$ cat src/hw/rtl/u8d_pkg.sv
`default_nettype none

package u8d_pkg;

  // Field widths of the byte and code point channels.
  localparam int unsigned ByteW = 8;
  localparam int unsigned CpW   = 21;

  // Byte classification masks and patterns.
  localparam logic [ByteW-1:0] ASCII_LIMIT = 8'h80;
  localparam logic [ByteW-1:0] LEAD2_MASK  = 8'hE0;
  localparam logic [ByteW-1:0] LEAD2_PAT   = 8'hC0;
  localparam logic [ByteW-1:0] LEAD3_MASK  = 8'hF0;
  localparam logic [ByteW-1:0] LEAD3_PAT   = 8'hE0;
  localparam logic [ByteW-1:0] LEAD4_MASK  = 8'hF8;
  localparam logic [ByteW-1:0] LEAD4_PAT   = 8'hF0;
  localparam logic [ByteW-1:0] CONT_MASK   = 8'hC0;
  localparam logic [ByteW-1:0] CONT_PAT    = 8'h80;

  // Replacement character for any malformed input.
  localparam logic [CpW-1:0] CP_QMARK = 21'h00003F;

  // Sequence lengths announced by a lead byte.
  localparam logic [2:0] SEQ_LEN2 = 3'd2;
  localparam logic [2:0] SEQ_LEN3 = 3'd3;
  localparam logic [2:0] SEQ_LEN4 = 3'd4;

  // Most results one input byte may cause.
  localparam logic [2:0] MAX_RESULTS = 3'd4;

  // Commands from the controller to the datapath.
  typedef struct packed {
    logic use_input;   // decode the channel byte rather than the replay queue head
    logic take_input;  // an input transaction is taken this cycle
    logic proc_queue;  // decode the replay queue head
    logic flush;       // close a window left open at the end of the text
    logic final_push;  // hand the held result over as the last one of the byte
  } dp_cmd_t;

  // Status from the datapath to the controller.
  typedef struct packed {
    logic out_room;   // output register can take a result this cycle
    logic in_bad;     // the channel byte completes a malformed sequence
    logic q_empty;    // replay queue holds no byte
    logic q_res;      // decoding the queue head gives a result
    logic flush_res;  // the end-of-text flush gives a result
  } dp_sts_t;

endpackage

`default_nettype wire

$ cat src/hw/rtl/u8d_if.sv
`default_nettype none

// Byte channel: one byte of UTF-8 text per transaction.
interface u8d_byte_if;
  import u8d_pkg::*;

  logic             valid;
  logic             ready;
  logic [ByteW-1:0] data_byte;
  logic             text_end;

  modport source (output valid, output data_byte, output text_end, input ready);
  modport sink   (input valid, input data_byte, input text_end, output ready);
endinterface

// Code point channel: one decoded code point per transaction.
interface u8d_cp_if;
  import u8d_pkg::*;

  logic           valid;
  logic           ready;
  logic [CpW-1:0] code_point;
  logic           run_last;
  logic           text_done;

  modport source (output valid, output code_point, output run_last, output text_done,
                  input ready);
  modport sink   (input valid, input code_point, input run_last, input text_done,
                  output ready);
endinterface

`default_nettype wire

$ cat src/hw/rtl/utf8_to_codepoint_decoder_top.sv
`default_nettype none

// A direct result reaches the output register in the cycle after the byte that causes it.
// One byte is taken per cycle while bytes are well formed and results are taken.
// A malformed sequence holds the input while the bytes of the replay queue (up to three)
// are decoded again, the queue is found empty, the flush runs and the last result is handed
// over, as the single decoder is shared between channel and replay queue.
// Reset (asynchronous, active low) closes any open sequence and empties the output register.
module utf8_to_codepoint_decoder_top (
  input  logic      clk_i,
  input  logic      rst_ni,
  u8d_byte_if.sink  byte_i,
  u8d_cp_if.source  cp_o
);
  import u8d_pkg::*;

  dp_cmd_t cmd;
  dp_sts_t sts;

  // Sequencing of input, replay, flush and final hand-over.
  u8d_ctrl u_ctrl (
    .clk_i      (clk_i),
    .rst_ni     (rst_ni),
    .in_valid_i (byte_i.valid),
    .in_ready_o (byte_i.ready),
    .sts_i      (sts),
    .cmd_o      (cmd)
  );

  // Window, replay queue and output register.
  u8d_datapath u_datapath (
    .clk_i       (clk_i),
    .rst_ni      (rst_ni),
    .cmd_i       (cmd),
    .in_byte_i   (byte_i.data_byte),
    .in_end_i    (byte_i.text_end),
    .out_ready_i (cp_o.ready),
    .out_valid_o (cp_o.valid),
    .out_cp_o    (cp_o.code_point),
    .out_last_o  (cp_o.run_last),
    .out_done_o  (cp_o.text_done),
    .sts_o       (sts)
  );

endmodule

`default_nettype wire

$ cat src/hw/rtl/u8d_datapath.sv
`default_nettype none

module u8d_datapath (
  input  logic                      clk_i,
  input  logic                      rst_ni,
  input  u8d_pkg::dp_cmd_t          cmd_i,
  input  logic [u8d_pkg::ByteW-1:0] in_byte_i,
  input  logic                      in_end_i,
  input  logic                      out_ready_i,
  output logic                      out_valid_o,
  output logic [u8d_pkg::CpW-1:0]   out_cp_o,
  output logic                      out_last_o,
  output logic                      out_done_o,
  output u8d_pkg::dp_sts_t          sts_o
);
  import u8d_pkg::*;

  // Sequence window and its bookkeeping.
  logic [ByteW-1:0] win_q [4];
  logic [2:0]       fill_q, fill_nx;
  logic [2:0]       len_q, len_nx;

  // Replay queue of bytes to decode again after a malformed sequence.
  logic [ByteW-1:0] q_q [3];
  logic [ByteW-1:0] rel [3];
  logic [1:0]       qn_q;
  logic [2:0]       wn, rest_n, rel_n;

  // Per-byte bookkeeping: held result, result count, end flag.
  logic [CpW-1:0]   pend_q;
  logic [2:0]       cnt_q;
  logic             end_q;

  // Output register.
  logic             out_valid_q;
  logic [CpW-1:0]   out_cp_q;
  logic             out_last_q;
  logic             out_done_q;

  // Decoder signals.
  logic [ByteW-1:0] src;
  logic [ByteW-1:0] wfull [4];
  logic             step;
  logic             p_emit, p_bad, cont_ok;
  logic [CpW-1:0]   p_cp, asm_cp;
  logic             q_res, flush_res, out_room;
  logic             direct_push, mid_push, push;

  assign src  = cmd_i.use_input ? in_byte_i : q_q[0];
  assign step = cmd_i.take_input | cmd_i.proc_queue;

  // Window as it stands with the new byte placed at the fill position.
  always_comb begin
    wfull = win_q;
    wfull[fill_q[1:0]] = src;
  end

  // Continuation check and code point assembly for a complete window.
  always_comb begin
    cont_ok = ((wfull[1] & CONT_MASK) == CONT_PAT)
           && (len_q < SEQ_LEN3 || ((wfull[2] & CONT_MASK) == CONT_PAT))
           && (len_q < SEQ_LEN4 || ((wfull[3] & CONT_MASK) == CONT_PAT));
    unique case (len_q)
      SEQ_LEN2: asm_cp = {10'd0, wfull[0][4:0], wfull[1][5:0]};
      SEQ_LEN3: asm_cp = {5'd0, wfull[0][3:0], wfull[1][5:0], wfull[2][5:0]};
      default:  asm_cp = {wfull[0][2:0], wfull[1][5:0], wfull[2][5:0], wfull[3][5:0]};
    endcase
  end

  // Decoding of one byte against the window state.
  always_comb begin
    fill_nx = fill_q;
    len_nx  = len_q;
    p_emit  = 1'b0;
    p_bad   = 1'b0;
    p_cp    = CP_QMARK;
    if (fill_q == 3'd0) begin
      priority if (src < ASCII_LIMIT) begin
        p_emit = 1'b1;
        p_cp   = {{(CpW-ByteW){1'b0}}, src};
      end else if ((src & LEAD2_MASK) == LEAD2_PAT) begin
        fill_nx = 3'd1;
        len_nx  = SEQ_LEN2;
      end else if ((src & LEAD3_MASK) == LEAD3_PAT) begin
        fill_nx = 3'd1;
        len_nx  = SEQ_LEN3;
      end else if ((src & LEAD4_MASK) == LEAD4_PAT) begin
        fill_nx = 3'd1;
        len_nx  = SEQ_LEN4;
      end else begin
        p_emit = 1'b1;
      end
    end else begin
      fill_nx = fill_q + 3'd1;
      if (fill_nx == len_q && len_q >= SEQ_LEN2 && len_q <= SEQ_LEN4) begin
        fill_nx = 3'd0;
        len_nx  = 3'd0;
        p_emit  = 1'b1;
        if (cont_ok) begin
          p_cp = asm_cp;
        end else begin
          p_bad = 1'b1;
        end
      end
    end
  end

  // Replay queue reload: the window bytes after the lead, then what is left.
  always_comb begin
    wn     = len_q - 3'd1;
    rest_n = cmd_i.use_input ? 3'd0 : ({1'b0, qn_q} - 3'd1);
    rel_n  = wn + rest_n;
    unique case (len_q)
      SEQ_LEN2: begin
        rel[0] = wfull[1];
        rel[1] = q_q[1];
        rel[2] = q_q[2];
      end
      SEQ_LEN3: begin
        rel[0] = wfull[1];
        rel[1] = wfull[2];
        rel[2] = q_q[1];
      end
      default: begin
        rel[0] = wfull[1];
        rel[1] = wfull[2];
        rel[2] = wfull[3];
      end
    endcase
  end

  // Result bookkeeping and output pushes.
  assign out_room    = !out_valid_q || out_ready_i;
  assign q_res       = p_emit && (cnt_q < MAX_RESULTS);
  assign flush_res   = end_q && (fill_q != 3'd0) && (cnt_q < MAX_RESULTS);
  assign direct_push = cmd_i.take_input && !p_bad
                    && (p_emit || (in_end_i && fill_nx != 3'd0));
  assign mid_push    = (cmd_i.proc_queue && q_res) || (cmd_i.flush && flush_res);
  assign push        = direct_push || mid_push || cmd_i.final_push;

  // Control registers.
  always_ff @(posedge clk_i or negedge rst_ni) begin
    if (!rst_ni) begin
      fill_q      <= 3'd0;
      len_q       <= 3'd0;
      qn_q        <= 2'd0;
      cnt_q       <= 3'd0;
      end_q       <= 1'b0;
      out_valid_q <= 1'b0;
    end else begin
      if (step) begin
        fill_q <= fill_nx;
        len_q  <= len_nx;
        if (cmd_i.take_input && !p_bad && in_end_i) begin
          fill_q <= 3'd0;
          len_q  <= 3'd0;
        end
      end
      if (cmd_i.flush && end_q) begin
        fill_q <= 3'd0;
        len_q  <= 3'd0;
      end
      if (step && p_bad) begin
        qn_q <= rel_n[1:0];
      end else if (cmd_i.proc_queue) begin
        qn_q <= qn_q - 2'd1;
      end
      if (cmd_i.take_input) begin
        end_q <= in_end_i;
        cnt_q <= p_bad ? 3'd1 : 3'd0;
      end else if (mid_push) begin
        cnt_q <= cnt_q + 3'd1;
      end
      if (push) begin
        out_valid_q <= 1'b1;
      end else if (out_ready_i) begin
        out_valid_q <= 1'b0;
      end
    end
  end

  // Payload registers.
  always_ff @(posedge clk_i) begin
    if (step) begin
      win_q[fill_q[1:0]] <= src;
    end
    if (step && p_bad) begin
      q_q <= rel;
    end else if (cmd_i.proc_queue) begin
      q_q[0] <= q_q[1];
      q_q[1] <= q_q[2];
    end
    if (cmd_i.take_input && p_bad) begin
      pend_q <= CP_QMARK;
    end else if (cmd_i.proc_queue && q_res) begin
      pend_q <= p_cp;
    end else if (cmd_i.flush && flush_res) begin
      pend_q <= CP_QMARK;
    end
    if (direct_push) begin
      out_cp_q   <= p_emit ? p_cp : CP_QMARK;
      out_last_q <= 1'b1;
      out_done_q <= in_end_i;
    end else if (mid_push) begin
      out_cp_q   <= pend_q;
      out_last_q <= 1'b0;
      out_done_q <= 1'b0;
    end else if (cmd_i.final_push) begin
      out_cp_q   <= pend_q;
      out_last_q <= 1'b1;
      out_done_q <= end_q;
    end
  end

  assign out_valid_o = out_valid_q;
  assign out_cp_o    = out_cp_q;
  assign out_last_o  = out_last_q;
  assign out_done_o  = out_done_q;

  assign sts_o.out_room  = out_room;
  assign sts_o.in_bad    = p_bad;
  assign sts_o.q_empty   = (qn_q == 2'd0);
  assign sts_o.q_res     = q_res;
  assign sts_o.flush_res = flush_res;

  // An open window always has a legal length and is not yet complete.
  a_window_len: assert property (@(posedge clk_i) disable iff (!rst_ni)
    fill_q != 3'd0 |-> (len_q == SEQ_LEN2 || len_q == SEQ_LEN3 || len_q == SEQ_LEN4)
                       && fill_q < len_q)
    else $error("open window with inconsistent length");

  // No more results per byte than the cap.
  a_count_cap: assert property (@(posedge clk_i) disable iff (!rst_ni)
    cnt_q <= MAX_RESULTS)
    else $error("result count above cap");

  // A result is never written over one that has not been taken.
  a_no_overwrite: assert property (@(posedge clk_i) disable iff (!rst_ni)
    push |-> (!out_valid_q || out_ready_i))
    else $error("output register overwritten");

endmodule

`default_nettype wire

$ cat src/hw/rtl/u8d_ctrl.sv
`default_nettype none

module u8d_ctrl (
  input  logic             clk_i,
  input  logic             rst_ni,
  input  logic             in_valid_i,
  output logic             in_ready_o,
  input  u8d_pkg::dp_sts_t sts_i,
  output u8d_pkg::dp_cmd_t cmd_o
);
  import u8d_pkg::*;

  typedef enum logic [1:0] {
    S_IDLE,
    S_REPLAY,
    S_FLUSH,
    S_FINAL
  } state_e;

  state_e state_q, state_d;

  // Next state and datapath commands.
  always_comb begin
    state_d         = state_q;
    cmd_o           = '0;
    cmd_o.use_input = (state_q == S_IDLE);
    in_ready_o      = (state_q == S_IDLE) && sts_i.out_room;
    unique case (state_q)
      S_IDLE: begin
        if (in_valid_i && in_ready_o) begin
          cmd_o.take_input = 1'b1;
          if (sts_i.in_bad) begin
            state_d = S_REPLAY;
          end
        end
      end
      S_REPLAY: begin
        if (sts_i.q_empty) begin
          state_d = S_FLUSH;
        end else if (sts_i.out_room || !sts_i.q_res) begin
          cmd_o.proc_queue = 1'b1;
        end
      end
      S_FLUSH: begin
        if (sts_i.out_room || !sts_i.flush_res) begin
          cmd_o.flush = 1'b1;
          state_d     = S_FINAL;
        end
      end
      S_FINAL: begin
        if (sts_i.out_room) begin
          cmd_o.final_push = 1'b1;
          state_d          = S_IDLE;
        end
      end
    endcase
  end

  // State register.
  always_ff @(posedge clk_i or negedge rst_ni) begin
    if (!rst_ni) begin
      state_q <= S_IDLE;
    end else begin
      state_q <= state_d;
    end
  end

  // The final hand-over is only reached through the flush step.
  a_final_order: assert property (@(posedge clk_i) disable iff (!rst_ni)
    state_q == S_FINAL |-> $past(state_q) == S_FLUSH || $past(state_q) == S_FINAL)
    else $error("final step entered out of order");

endmodule

`default_nettype wire
$ cat src/flat_wrapper.sv
// flat-port wrapper written by rule: the top's interface ports become plain ports
module utf8_to_codepoint_decoder_top_flat import u8d_pkg::*;
  (clk_i, rst_ni, byte_i_valid, byte_i_data_byte, byte_i_text_end, byte_i_ready, cp_o_valid, cp_o_code_point, cp_o_run_last, cp_o_text_done, cp_o_ready);
  u8d_byte_if byte_i_i ();
  u8d_cp_if cp_o_i ();
  input  logic clk_i;
  input  logic rst_ni;
  input wire logic [$bits(byte_i_i.valid)-1:0] byte_i_valid;
  input wire logic [$bits(byte_i_i.data_byte)-1:0] byte_i_data_byte;
  input wire logic [$bits(byte_i_i.text_end)-1:0] byte_i_text_end;
  output wire logic [$bits(byte_i_i.ready)-1:0] byte_i_ready;
  output wire logic [$bits(cp_o_i.valid)-1:0] cp_o_valid;
  output wire logic [$bits(cp_o_i.code_point)-1:0] cp_o_code_point;
  output wire logic [$bits(cp_o_i.run_last)-1:0] cp_o_run_last;
  output wire logic [$bits(cp_o_i.text_done)-1:0] cp_o_text_done;
  input wire logic [$bits(cp_o_i.ready)-1:0] cp_o_ready;
  assign byte_i_i.valid = byte_i_valid;
  assign byte_i_i.data_byte = byte_i_data_byte;
  assign byte_i_i.text_end = byte_i_text_end;
  assign byte_i_ready = byte_i_i.ready;
  assign cp_o_valid = cp_o_i.valid;
  assign cp_o_code_point = cp_o_i.code_point;
  assign cp_o_run_last = cp_o_i.run_last;
  assign cp_o_text_done = cp_o_i.text_done;
  assign cp_o_i.ready = cp_o_ready;
  utf8_to_codepoint_decoder_top u_core (.clk_i(clk_i), .rst_ni(rst_ni), .byte_i(byte_i_i), .cp_o(cp_o_i));
endmodule
$ cat config.mk
export PLATFORM = sky130hd
export DESIGN_NAME = utf8_to_codepoint_decoder_top_flat
export DESIGN_NICKNAME = d
export VERILOG_FILES = /design/src/hw/rtl/u8d_pkg.sv /design/src/hw/rtl/u8d_if.sv /design/src/hw/rtl/utf8_to_codepoint_decoder_top.sv /design/src/hw/rtl/u8d_datapath.sv /design/src/hw/rtl/u8d_ctrl.sv /design/src/flat_wrapper.sv
export SDC_FILE = /design/constraint.sdc
export NUM_CORES = 1
export LEC_CHECK = 0
export CAP_MARGIN = 25
export CORE_MARGIN = 1
export CORE_UTILIZATION = 50
export DETAILED_ROUTE_END_ITERATION = 16
export DONT_BUFFER_PORTS = 1
export PLACE_DENSITY = 0.69
export REMOVE_ABC_BUFFERS = 1
export SLEW_MARGIN = 20
export SYNTH_ARGS = -nofsm -noshare
export SYNTH_HDL_FRONTEND = slang
export SYNTH_HIERARCHICAL = 1
export SYNTH_SLANG_ARGS = --single-unit
$ cat constraint.sdc
create_clock -name clk_i -period 3.9 [get_ports clk_i]
set_clock_uncertainty 0.1 [all_clocks]
set_input_delay 0.195 -clock clk_i [delete_from_list [all_inputs] [get_ports clk_i]]
set_output_delay 0.195 -clock clk_i [all_outputs]
set_load 0.005 [all_outputs]
==> impl_metrics.env, run 1 <==
export IMPL_drtAntennaViolNets=0
export IMPL_synth_yosys_seq_area_share_pct=52.2
export IMPL_cp_cell_sequence="inv_1 > ha_1 > nand3_1 > a211o_1 > nor2_1 > nor3_1 > a21oi_1 > nor2_1 > a211oi_4 > a21boi_1 > o21bai_1"
export IMPL_async_flop_share_pct=13.4
export IMPL_start_util_pct=51.5
export IMPL_diodes=0
export IMPL_pre_cts_ws_ns=0.367
export IMPL_ys_flop_type="edfxtp_1"
export IMPL_power_density_nw_per_um2=889
export IMPL_cp_max_fo=13
export IMPL_critPathBufInv=1
export IMPL_dpl_hpwl_um=10200
export IMPL_synth_area_um2=5880
export IMPL_path_clk_slew_ns=0.08
export IMPL_num_rows=39
export IMPL_clock_root_buffer="clkbuf_16"
export IMPL_fin_crit_ns=3.55
export IMPL_postLayoutCellArea_um2=6390
export IMPL_comb_power_share_pct=44.3
export IMPL_grt_pass1_vias=4173
export IMPL_cts_max_level=3
export IMPL_crit_family="compound AO/OA/AOI/OAI gates"
export IMPL_cts_tree="built"
export IMPL_drtIter0Drc=336
export IMPL_layout_drive_gt1_share_pct=14.3
export IMPL_fp_dieH_um=110
export IMPL_fp_coreArea_um2=11400
export IMPL_wl_per_cell_um=20.7
export IMPL_pwr_share_seq_pct=38.5
export IMPL_finalHoldViolations=0
export IMPL_worst_setup_path_type="flop to flop"
export IMPL_io_buffer_count=0
export IMPL_max_freq_ghz=0.282
export IMPL_avgSynthCellArea_um2=10.6
export IMPL_synth_cells=552
export IMPL_synth_edf_count=75
export IMPL_crit_path_max_incr_delay_ns=0.44
export IMPL_grt_max_degree=36
export IMPL_grt_pass1_wl_um=23300
export IMPL_hp_class="input port to flop"
export IMPL_maxCapViolCount=0
export IMPL_syn_to_final_growth_pct=8.81
export IMPL_setup_viol=0
export IMPL_cts_sinks=112
export IMPL_vias=4363
export IMPL_dpl_instance_area_um2=6060
export IMPL_grt_use_total_pct=24.7
export IMPL_swShare_pct=41.4
export IMPL_grt_antenna_before_repair=0
export IMPL_p_switching_mw=2.35
export IMPL_critPathCaptureType="flop"
export IMPL_start_kind="flop"
export IMPL_cp_slowest_cell="o21bai_1"
export IMPL_grt_setup_unrepaired="no"
export IMPL_drt_total_wl_um=14500
export IMPL_cts_buffer_depth=2
export IMPL_crit_required_ns=3.78
export IMPL_post_cts_resized=0
export IMPL_post_cts_buffers=0
export IMPL_clock_latency_ns=0.36
export IMPL_drc=0
export IMPL_vdd_drop_max_v=0.000487
export IMPL_die_area_um2=12200
export IMPL_ys_warn_count=6
export IMPL_slew_viol_final=0
export IMPL_ios=38
export IMPL_dr_pass1_iters=5
export IMPL_die_x_um=110
export IMPL_fin_ws_ns=0.348
export IMPL_worst_pin_slew_ns=0.908
export IMPL_status="finished clean"
export IMPL_synth_cell_types=72
export IMPL_via_per_inst=6.21
export IMPL_crit_top_cell="nor2_1"
export IMPL_layout_worst_path_cycle_share_pct=91.1
export IMPL_place_inst=685
export IMPL_grt_ovfl_total=0
export IMPL_post_route_util_pct=56.0
export IMPL_p_leak_nw=2.40
export IMPL_p_clk_share_pct=17.2
export IMPL_p_int_mw=3.33
export IMPL_gp_congestion=0.966
export IMPL_cts_made_buffers=9
export IMPL_layout_nets=579
export IMPL_timing_slew_headroom_pct=39.3
export IMPL_ys_seq_elements=112
export IMPL_final_cells=703
export IMPL_crit_arrival_ns=3.43
==> registers in the layout, indices dropped and copies added (netlist names) <==
signal and flops:
u_core/u_ctrl/state_q 2, u_core/u_datapath/cnt_q 3, u_core/u_datapath/end_q 1, u_core/u_datapath/fill_q 3, u_core/u_datapath/len_q 3, u_core/u_datapath/out_cp_o 21, u_core/u_datapath/out_done_o 1, u_core/u_datapath/out_last_o 1
u_core/u_datapath/out_valid_o 1, u_core/u_datapath/pend_q 21, u_core/u_datapath/q_q 24, u_core/u_datapath/qn_q 2, u_core/u_datapath/win_q 29
==> layer usage <==
| metal | global-route usage (%) | part of all wire (%) |
|---|---|---|
| met1 | 35.3 | 46 |
| met3 | 3.84 | 6.4 |
| met5 | 0 | 0 |
| met2 | 38.1 | 46 |
| met4 | 8.62 | 1.9 |
==> worst paths after layout <==
kind / from / slack (ns) / endpoint / cells after the start
setup reg to reg: u_core/u_ctrl/state_q[0] / 0.35 / u_core/u_datapath/q_q[12] / 11
setup / recovery: u_core/u_ctrl/state_q[0] / 0.35 / u_core/u_datapath/q_q[12] / 11
max in group asynchronous: rst_ni / 2.96 / u_core/u_datapath/cnt_q[0] / 1
hold / removal: byte_i_text_end / 0.11 / u_core/u_datapath/fill_q[0] / 3
min in group asynchronous: rst_ni / 0.26 / u_core/u_datapath/len_q[2] / 1
hold reg to reg: u_core/u_datapath/pend_q[12] / 0.36 / u_core/u_datapath/pend_q[12] / 2
==> cells in the final DEF, fill, tap and decap left out, types with 4 or more instances in the layout <==
cell,count
a21oi_1,51
dfrtp_1,15
mux2_2,22
dfxtp_1,22
o22ai_1,6
mux2i_1,18
o21ai_0,35
or3_1,9
a22o_1,6
o21a_1,4
o21ai_1,4
ha_1,11
nand3_1,21
nand4_1,5
nor2_1,50
mux2_1,10
nand2_1,46
nor3_1,4
buf_4,23
and3_1,8
inv_1,19
clkbuf_16,9
nand2b_1,10
edfxtp_1,75
a22oi_1,5
==> layout make-up <==
| cell class | instances | area [um2] |
|---|---|---|
| Fill cell | 983 | 5020 |
| Sequential cell | 112 | 3070 |
| Multi-Input combinational cell | 388 | 2560 |
| Clock buffer | 9 | 225 |
| Timing Repair Buffer | 25 | 193 |
| Tap cell | 143 | 179 |
| Clock inverter | 7 | 93.8 |
| Inverter | 19 | 71.3 |
==> synth_stat cells (all sizes together) (3+ instances only) <==
cell type / count / share of area [%]
a21boi: 5 / 0.70
buf: 17 / 1.9
edfxtp: 75 / 38
nor3: 5 / 0.51
nand2: 47 / 3.0
xnor2: 3 / 0.57
or3: 9 / 0.96
ha: 11 / 2.3
a32oi: 3 / 0.45
a21o: 3 / 0.38
mux2i: 19 / 3.4
nand3: 22 / 2.0
a21oi: 51 / 4.3
dfxtp: 22 / 7.5
clkbuf: 16 / 1.0
o21ai: 39 / 3.3
a211oi: 3 / 0.60
and3: 10 / 1.2
a22oi: 5 / 0.64
nand4: 6 / 0.89
dfrtp: 15 / 6.4
inv: 19 / 1.2
o22ai: 6 / 0.64
o211ai: 3 / 0.38
o21a: 4 / 0.51
mux2: 34 / 6.6
and2: 3 / 0.38
a22o: 6 / 0.89
nor2: 50 / 3.2
nand2b: 10 / 1.1
==> power groups by stage <==
| stage | Combinational [mW] | Sequential [mW] | Clock, mW |
|---|---|---|---|
| 2_1_floorplan | 1.70 | 2.14 | 0 |
| 3_3_place_gp | 2.39 | 2.19 | 0 |
| 3_5_place_dp | 2.46 | 2.21 | 0 |
| 4_1_cts | 2.48 | 2.19 | 1.00 |
| 5_1_grt | 2.75 | 2.24 | 1.05 |
| 6_report | 2.52 | 2.19 | 0.980 |
==> logic make-up (layout without fill, tap and decap cells) <==
family | Yosys count | after routing | synth area share, %
AO/OA/AOI/OAI | 147 | 147 | 15.8
XOR/XNOR | 4 | 4 | 0.724
adder cells (fa/ha/maj) | 11 | 11 | 2.34
buffers and inverters | 52 | 60 | 4.15
flip-flops | 112 | 112 | 52.2
multiplexers | 53 | 53 | 10.1
AND/OR/NAND/NOR | 173 | 173 | 14.7
==> worst min-delay path: stages <==
cell	delay, ns
a21oi_1	0.09
o211ai_1	0.15
o21ai_0	0.08
==> metrics by stage <==
stage / hold slack, ns / TNS (ns) / power (mW)
6_report: 0.106 / 0 / 5.69
4_1_cts: 0.0965 / 0 / 5.67
5_1_grt: 0.172 / 0 / 6.04
3_3_place_gp: -0.200 / 0 / 4.58
3_5_place_dp: -0.200 / 0 / 4.67
2_1_floorplan: -0.201 / -3.13 / 3.83
==> what timing repair did <==
item,4_1_cts,5_1_grt
hold buffers,2,0
setup endpoints to repair,0,0
endpoints found under the hold margin,17,0
Note: power is estimated with default switching activity, not from simulation.
==> inputs of run 2 (changes only) <==
--- a/config.mk
+++ b/config.mk
@@ -11,6 +11,7 @@
 export DETAILED_ROUTE_END_ITERATION = 16
 export DONT_BUFFER_PORTS = 1
 export PLACE_DENSITY = 0.69
+export RECOVER_POWER = 25
 export REMOVE_ABC_BUFFERS = 1
 export SLEW_MARGIN = 20
 export SYNTH_ARGS = -nofsm -noshare
==> constraint.sdc (replaced) <==
create_clock -name clk_i -period 3.9 [get_ports clk_i]
set_clock_uncertainty 0.1 [all_clocks]
set_input_delay 0.39 -clock clk_i [delete_from_list [all_inputs] [get_ports clk_i]]
set_output_delay 0.39 -clock clk_i [all_outputs]
set_load 0.005 [all_outputs]
==> impl_metrics.env, run 2 (same netlist as run 1, synthesis figures left out) <==
export IMPL_status="finished clean"
export IMPL_final_cell_mix="edfxtp_1, a21oi_1, nor2_1, nand2_1, o21ai_0"
export IMPL_holdPathEnd="u_core/u_datapath/out_done_o"
export IMPL_hp_class="input port to flop"
export IMPL_max_freq_ghz=0.279
export IMPL_num_rows=39
export IMPL_crit_arrival_ns=3.47
export IMPL_vias=4353
export IMPL_worst_pin_slew_ns=0.909
export IMPL_comb_power_share_pct=44.1
export IMPL_cts_made_buffers=9
export IMPL_grt_max_degree=36
export IMPL_clock_root_buffer="clkbuf_16"
export IMPL_dr_pass1_iters=5
export IMPL_place_inst=685
export IMPL_path_clk_slew_ns=0.08
export IMPL_dpl_hpwl_um=10200
export IMPL_crit_required_ns=3.78
export IMPL_post_route_util_pct=55.8
export IMPL_vdd_drop_max_v=0.000489
export IMPL_reg2reg_slack_ns=0.32
export IMPL_die_area_um2=12200
export IMPL_cts_sinks=112
export IMPL_p_leak_nw=2.38
export IMPL_grt_setup_unrepaired="no"
export IMPL_final_cells=702
export IMPL_holdBufCountCts=1
export IMPL_die_x_um=110
export IMPL_p_clk_share_pct=17.3
export IMPL_grt_pass1_wl_um=23300
export IMPL_timing_slew_headroom_pct=39.3
export IMPL_via_per_inst=6.20
export IMPL_rr_endpoint="u_core/u_datapath/q_q[12]"
export IMPL_fin_crit_ns=3.58
export IMPL_largest_reg_flops=29
export IMPL_p_int_mw=3.31
export IMPL_power_density_nw_per_um2=890
export IMPL_post_cts_resized=0
export IMPL_layout_nets=578
export IMPL_grt_use_total_pct=24.6
export IMPL_diodes=0
export IMPL_drt_total_wl_um=14600
export IMPL_slew_viol_final=0
export IMPL_critPathCaptureType="flop"
export IMPL_critPathLaunch="u_core/u_ctrl/state_q[0]"
export IMPL_swShare_pct=41.5
export IMPL_cp_max_fo=13
export IMPL_mostFrequentLayoutCell="edfxtp_1"
export IMPL_grt_ovfl_total=0
export IMPL_cts_tree="built"
export IMPL_start_util_pct=51.5
export IMPL_grt_antenna_before_repair=0
export IMPL_maxCapViolCount=0
export IMPL_post_cts_buffers=0
export IMPL_fp_coreArea_um2=11400
export IMPL_start_kind="flop"
export IMPL_p_switching_mw=2.36
export IMPL_wl_per_cell_um=20.7
export IMPL_layout_worst_path_cycle_share_pct=91.9
export IMPL_ios=38
export IMPL_min_from="byte_i_text_end"
export IMPL_finalHoldViolations=0
export IMPL_layout_drive_gt1_share_pct=13.4
export IMPL_crit_reg2reg_launch="u_core/u_ctrl/state_q[0]"
export IMPL_pwr_share_seq_pct=38.6
export IMPL_postLayoutCellArea_um2=6370
export IMPL_gp_congestion=0.966
export IMPL_drtIter0Drc=359
export IMPL_cts_max_level=3
export IMPL_grt_pass1_vias=4162
export IMPL_holdWs_ns=0.172
export IMPL_fp_dieH_um=110
export IMPL_clock_latency_ns=0.36
export IMPL_cts_buffer_depth=2
export IMPL_io_buffer_count=0
export IMPL_setup_viol=0
export IMPL_dpl_instance_area_um2=6060
export IMPL_worst_setup_path_type="flop to flop"
export IMPL_syn_to_final_growth_pct=8.37
export IMPL_drc=0
export IMPL_hold_path_cell_count=1
export IMPL_drtAntennaViolNets=0
export IMPL_r2r_cells=11
run 2: cell count changes in the layout (fill, tap and decap cells not counted):
cell / change
dlygate4sd3_1: -1
and3_2: -1
and2_0: +1
and3_1: +1
buf_4: -4
and2_1: -1
clkbuf_1: +4
run 2: how the worst max path moves through the flow:
stage,endpoint,slack [ns],cells past startpoint
6_report,u_core/u_datapath/q_q[12],0.32,11
4_1_cts,u_core/u_datapath/q_q[11],0.34,11
2_1_floorplan,u_core/u_datapath/q_q[10],-0.28,11
3_3_place_gp,u_core/u_datapath/q_q[8],0.49,11
5_1_grt,u_core/u_datapath/out_done_o,0.03,14
3_5_place_dp,u_core/u_datapath/q_q[9],0.37,11
run 2: power by group through the flow:
stage | Combinational [mW] | Clock [mW] | Sequential, mW
2_1_floorplan | 1.70 | 0 | 2.14
5_1_grt | 2.73 | 1.05 | 2.24
3_5_place_dp | 2.46 | 0 | 2.21
4_1_cts | 2.47 | 1.00 | 2.19
3_3_place_gp | 2.39 | 0 | 2.19
6_report | 2.50 | 0.981 | 2.19
run 2: worst max-delay path: stages, from the launching register on:
cell      delay [ns]
dfrtp_1         0.42
inv_1           0.10
ha_1            0.40
nand3_1         0.19
a211o_1         0.39
nor2_1          0.17
nor3_1          0.06
a21oi_1         0.30
nor2_1          0.15
a211oi_4        0.25
a21boi_1        0.24
o21bai_1        0.44
run 2: final cells by class:
type / count / area, um2
clock inverter: 7 / 93.8
tap: 143 / 179
multi-input combinational: 388 / 2560
timing repair buffer: 24 / 168
fill: 992 / 5050
inverter: 19 / 71.3
clock buffer: 9 / 225
sequential: 112 / 3070
run 2: layer usage:
metal	track usage (%)	up-vias	wire length, um
met5	0	-	0
met4	8.62	0	277
met3	3.84	17	898
met2	38.1	159	6620
met1	35.3	2134	6760
li1	-	2043	-
run 2: metrics by stage:
step	setup slack, ns	power, mW	setup TNS [ns]
2_1_floorplan	-0.279	3.83	-3.13
3_3_place_gp	0.490	4.58	0
3_5_place_dp	0.367	4.67	0
4_1_cts	0.344	5.67	0
5_1_grt	0.0265	6.01	0
6_report	0.315	5.67	0
==> inputs of run 3 (changes only) <==
--- a/config.mk
+++ b/config.mk
@@ -6,11 +6,14 @@
 export NUM_CORES = 1
 export LEC_CHECK = 0
 export CAP_MARGIN = 25
+export CELL_PAD_IN_SITES_DETAIL_PLACEMENT = 1
+export CELL_PAD_IN_SITES_GLOBAL_PLACEMENT = 2
+export CORE_ASPECT_RATIO = 0.8
 export CORE_MARGIN = 1
-export CORE_UTILIZATION = 50
+export CORE_UTILIZATION = 38
 export DETAILED_ROUTE_END_ITERATION = 16
 export DONT_BUFFER_PORTS = 1
-export PLACE_DENSITY = 0.69
+export PLACE_DENSITY = 0.76
 export RECOVER_POWER = 25
 export REMOVE_ABC_BUFFERS = 1
 export SLEW_MARGIN = 20
==> impl_metrics.env, run 3 (same netlist as run 1, synthesis figures left out) <==
export IMPL_largest_reg_flops=29
export IMPL_fin_crit_ns=3.57
export IMPL_drc=0
export IMPL_dr_pass1_iters=5
export IMPL_post_route_util_pct=43.3
export IMPL_grt_setup_unrepaired="no"
export IMPL_power_density_nw_per_um2=901
export IMPL_cts_tree="built"
export IMPL_clock_root_buffer="clkbuf_16"
export IMPL_crit_reg2reg_launch="u_core/u_datapath/fill_q[0]"
export IMPL_critPathCaptureType="flop"
export IMPL_cts_max_level=3
export IMPL_mostFrequentLayoutCell="edfxtp_1"
export IMPL_drtIter0Drc=348
export IMPL_die_x_um=141
export IMPL_cp_slowest_cell="dfrtp_1"
export IMPL_grt_antenna_before_repair=0
export IMPL_drt_total_wl_um=17200
export IMPL_grt_pass1_vias=4461
export IMPL_drtAntennaViolNets=0
export IMPL_cp_max_fo=22
export IMPL_fp_coreArea_um2=15100
export IMPL_grt_max_degree=30
export IMPL_slew_viol_final=0
export IMPL_max_freq_ghz=0.280
export IMPL_num_rows=40
export IMPL_vias=4448
export IMPL_finalHoldViolations=0
export IMPL_cts_made_buffers=9
export IMPL_finalPower_mw=5.88
export IMPL_start_util_pct=39.0
export IMPL_gp_congestion=0.923
export IMPL_layout_worst_path_cycle_share_pct=91.6
export IMPL_cp_cell_sequence="inv_1 > ha_1 > or3b_4 > mux2i_4 > a21oi_1 > nor3_1 > a21oi_1 > buf_4 > inv_1 > nor2_1 > o21ai_0 > o21ai_1 > nor2_1 > nand2_1 > buf_4"
export IMPL_path_clk_slew_ns=0.09
export IMPL_dpl_hpwl_um=12600
export IMPL_die_area_um2=16000
export IMPL_final_cell_mix="edfxtp_1, a21oi_1, nor2_1, nand2_1, o21ai_0"
export IMPL_maxCapViolCount=0
export IMPL_io_buffer_count=0
export IMPL_diodes=0
export IMPL_grt_use_total_pct=22.4
export IMPL_grt_pass1_wl_um=26600
export IMPL_hp_class="input port to flop"
export IMPL_min_from="byte_i_text_end"
export IMPL_ios=38
export IMPL_crit_required_ns=3.89
export IMPL_worst_setup_path_type="flop to flop"
export IMPL_status="finished clean"
export IMPL_setup_viol=0
export IMPL_cts_buffer_depth=2
export IMPL_start_kind="flop"
export IMPL_syn_to_final_growth_pct=10.9
export IMPL_fp_dieH_um=113
export IMPL_layout_nets=590
export IMPL_p_leak_nw=2.43
export IMPL_worst_pin_slew_ns=0.882
export IMPL_critPathLaunch="u_core/u_datapath/fill_q[0]"
export IMPL_vdd_drop_max_v=0.000369
export IMPL_post_cts_resized=0
export IMPL_wl_per_cell_um=22.0
export IMPL_cts_sinks=112
export IMPL_crit_path_max_incr_delay_ns=0.49
export IMPL_via_per_inst=5.70
export IMPL_layout_drive_gt1_share_pct=15.1
export IMPL_grt_ovfl_total=0
export IMPL_timing_slew_headroom_pct=41.1
export IMPL_clock_latency_ns=0.36
export IMPL_crit_arrival_ns=3.57
## run 3: cell count changes in the layout (fill, tap and decap cells not counted), sizes merged
cell	previous run	this run
buf	19	29
clkbuf	13	15
clkinv	1	3
clkinvlp	1	0
inv	23	22
## run 3: per-stage QoR
| stage | instance area, um2 | setup WS, ns | std cells | hold WS (ns) | setup TNS, ns |
|---|---|---|---|---|---|
| after floorplan | 5700 | -0.279 | 519 | -0.00559 | -3.13 |
| after global placement | 6220 | 0.285 | 763 | -0.00527 | 0 |
| after detailed placement | 6220 | 0.0175 | 763 | -0.00533 | 0 |
| after CTS | 6540 | 0.000745 | 780 | 0.140 | 0 |
| after global routing | 6520 | 0.100 | 781 | 0.170 | 0 |
| final | 6520 | 0.327 | 781 | 0.159 | 0 |
## run 3: critical path: cells and delay by family (launching register included)
kind                     cells  cell delay (ns)
buffers and inverters        4             0.68
adder cells (fa/ha/maj)      1             0.35
AND/OR/NAND/NOR              5             0.91
multiplexers                 1             0.24
flip-flops                   1             0.49
AO/OA/AOI/OAI                4             0.51
## run 3: where the power goes
group / internal (mW) / switching, mW
clock: 0.508 / 0.453
combinational: 0.915 / 1.82
sequential: 1.95 / 0.237
## run 3: worst paths after layout
path                                             endpoint  slack, ns  depth (start not counted)
min in group asynchronous      u_core/u_datapath/len_q[2]       0.45                          1
hold / removal                    u_core/u_datapath/end_q       0.16                          2
setup / recovery           u_core/u_datapath/out_cp_o[16]       0.33                         15
hold reg to reg              u_core/u_datapath/pend_q[17]       0.36                          2
max in group asynchronous   u_core/u_datapath/out_valid_o       2.73                          1
setup reg to reg           u_core/u_datapath/out_cp_o[16]       0.33                         15
## run 3: metal layers
layer / GRT usage (%) / vias to the layer above / part of all wire, %
met5: 0 / - / 0
met4: 4.06 / 0 / 0.67
met3: 5.42 / 12 / 5.9
met2: 34.3 / 110 / 44
met1: 32.4 / 2266 / 50
li1: - / 2060 / -
## run 3: layout make-up
cell class | count | area (um2)
flip-flops and latches | 112 | 3070
repair buffers | 36 | 250
fillers | 1665 | 8540
multi-input cells | 388 | 2560
clock buffers | 9 | 225
clock inverters | 7 | 77.6
inverters | 19 | 71.3
well taps | 210 | 263
## run 3: repair_timing
action / in CTS / in global routing
hold endpoints to repair: 15 / 0
buffers inserted: 0 / 1
endpoints found under the setup margin: 0 / 8
hold buffers: 1 / 0
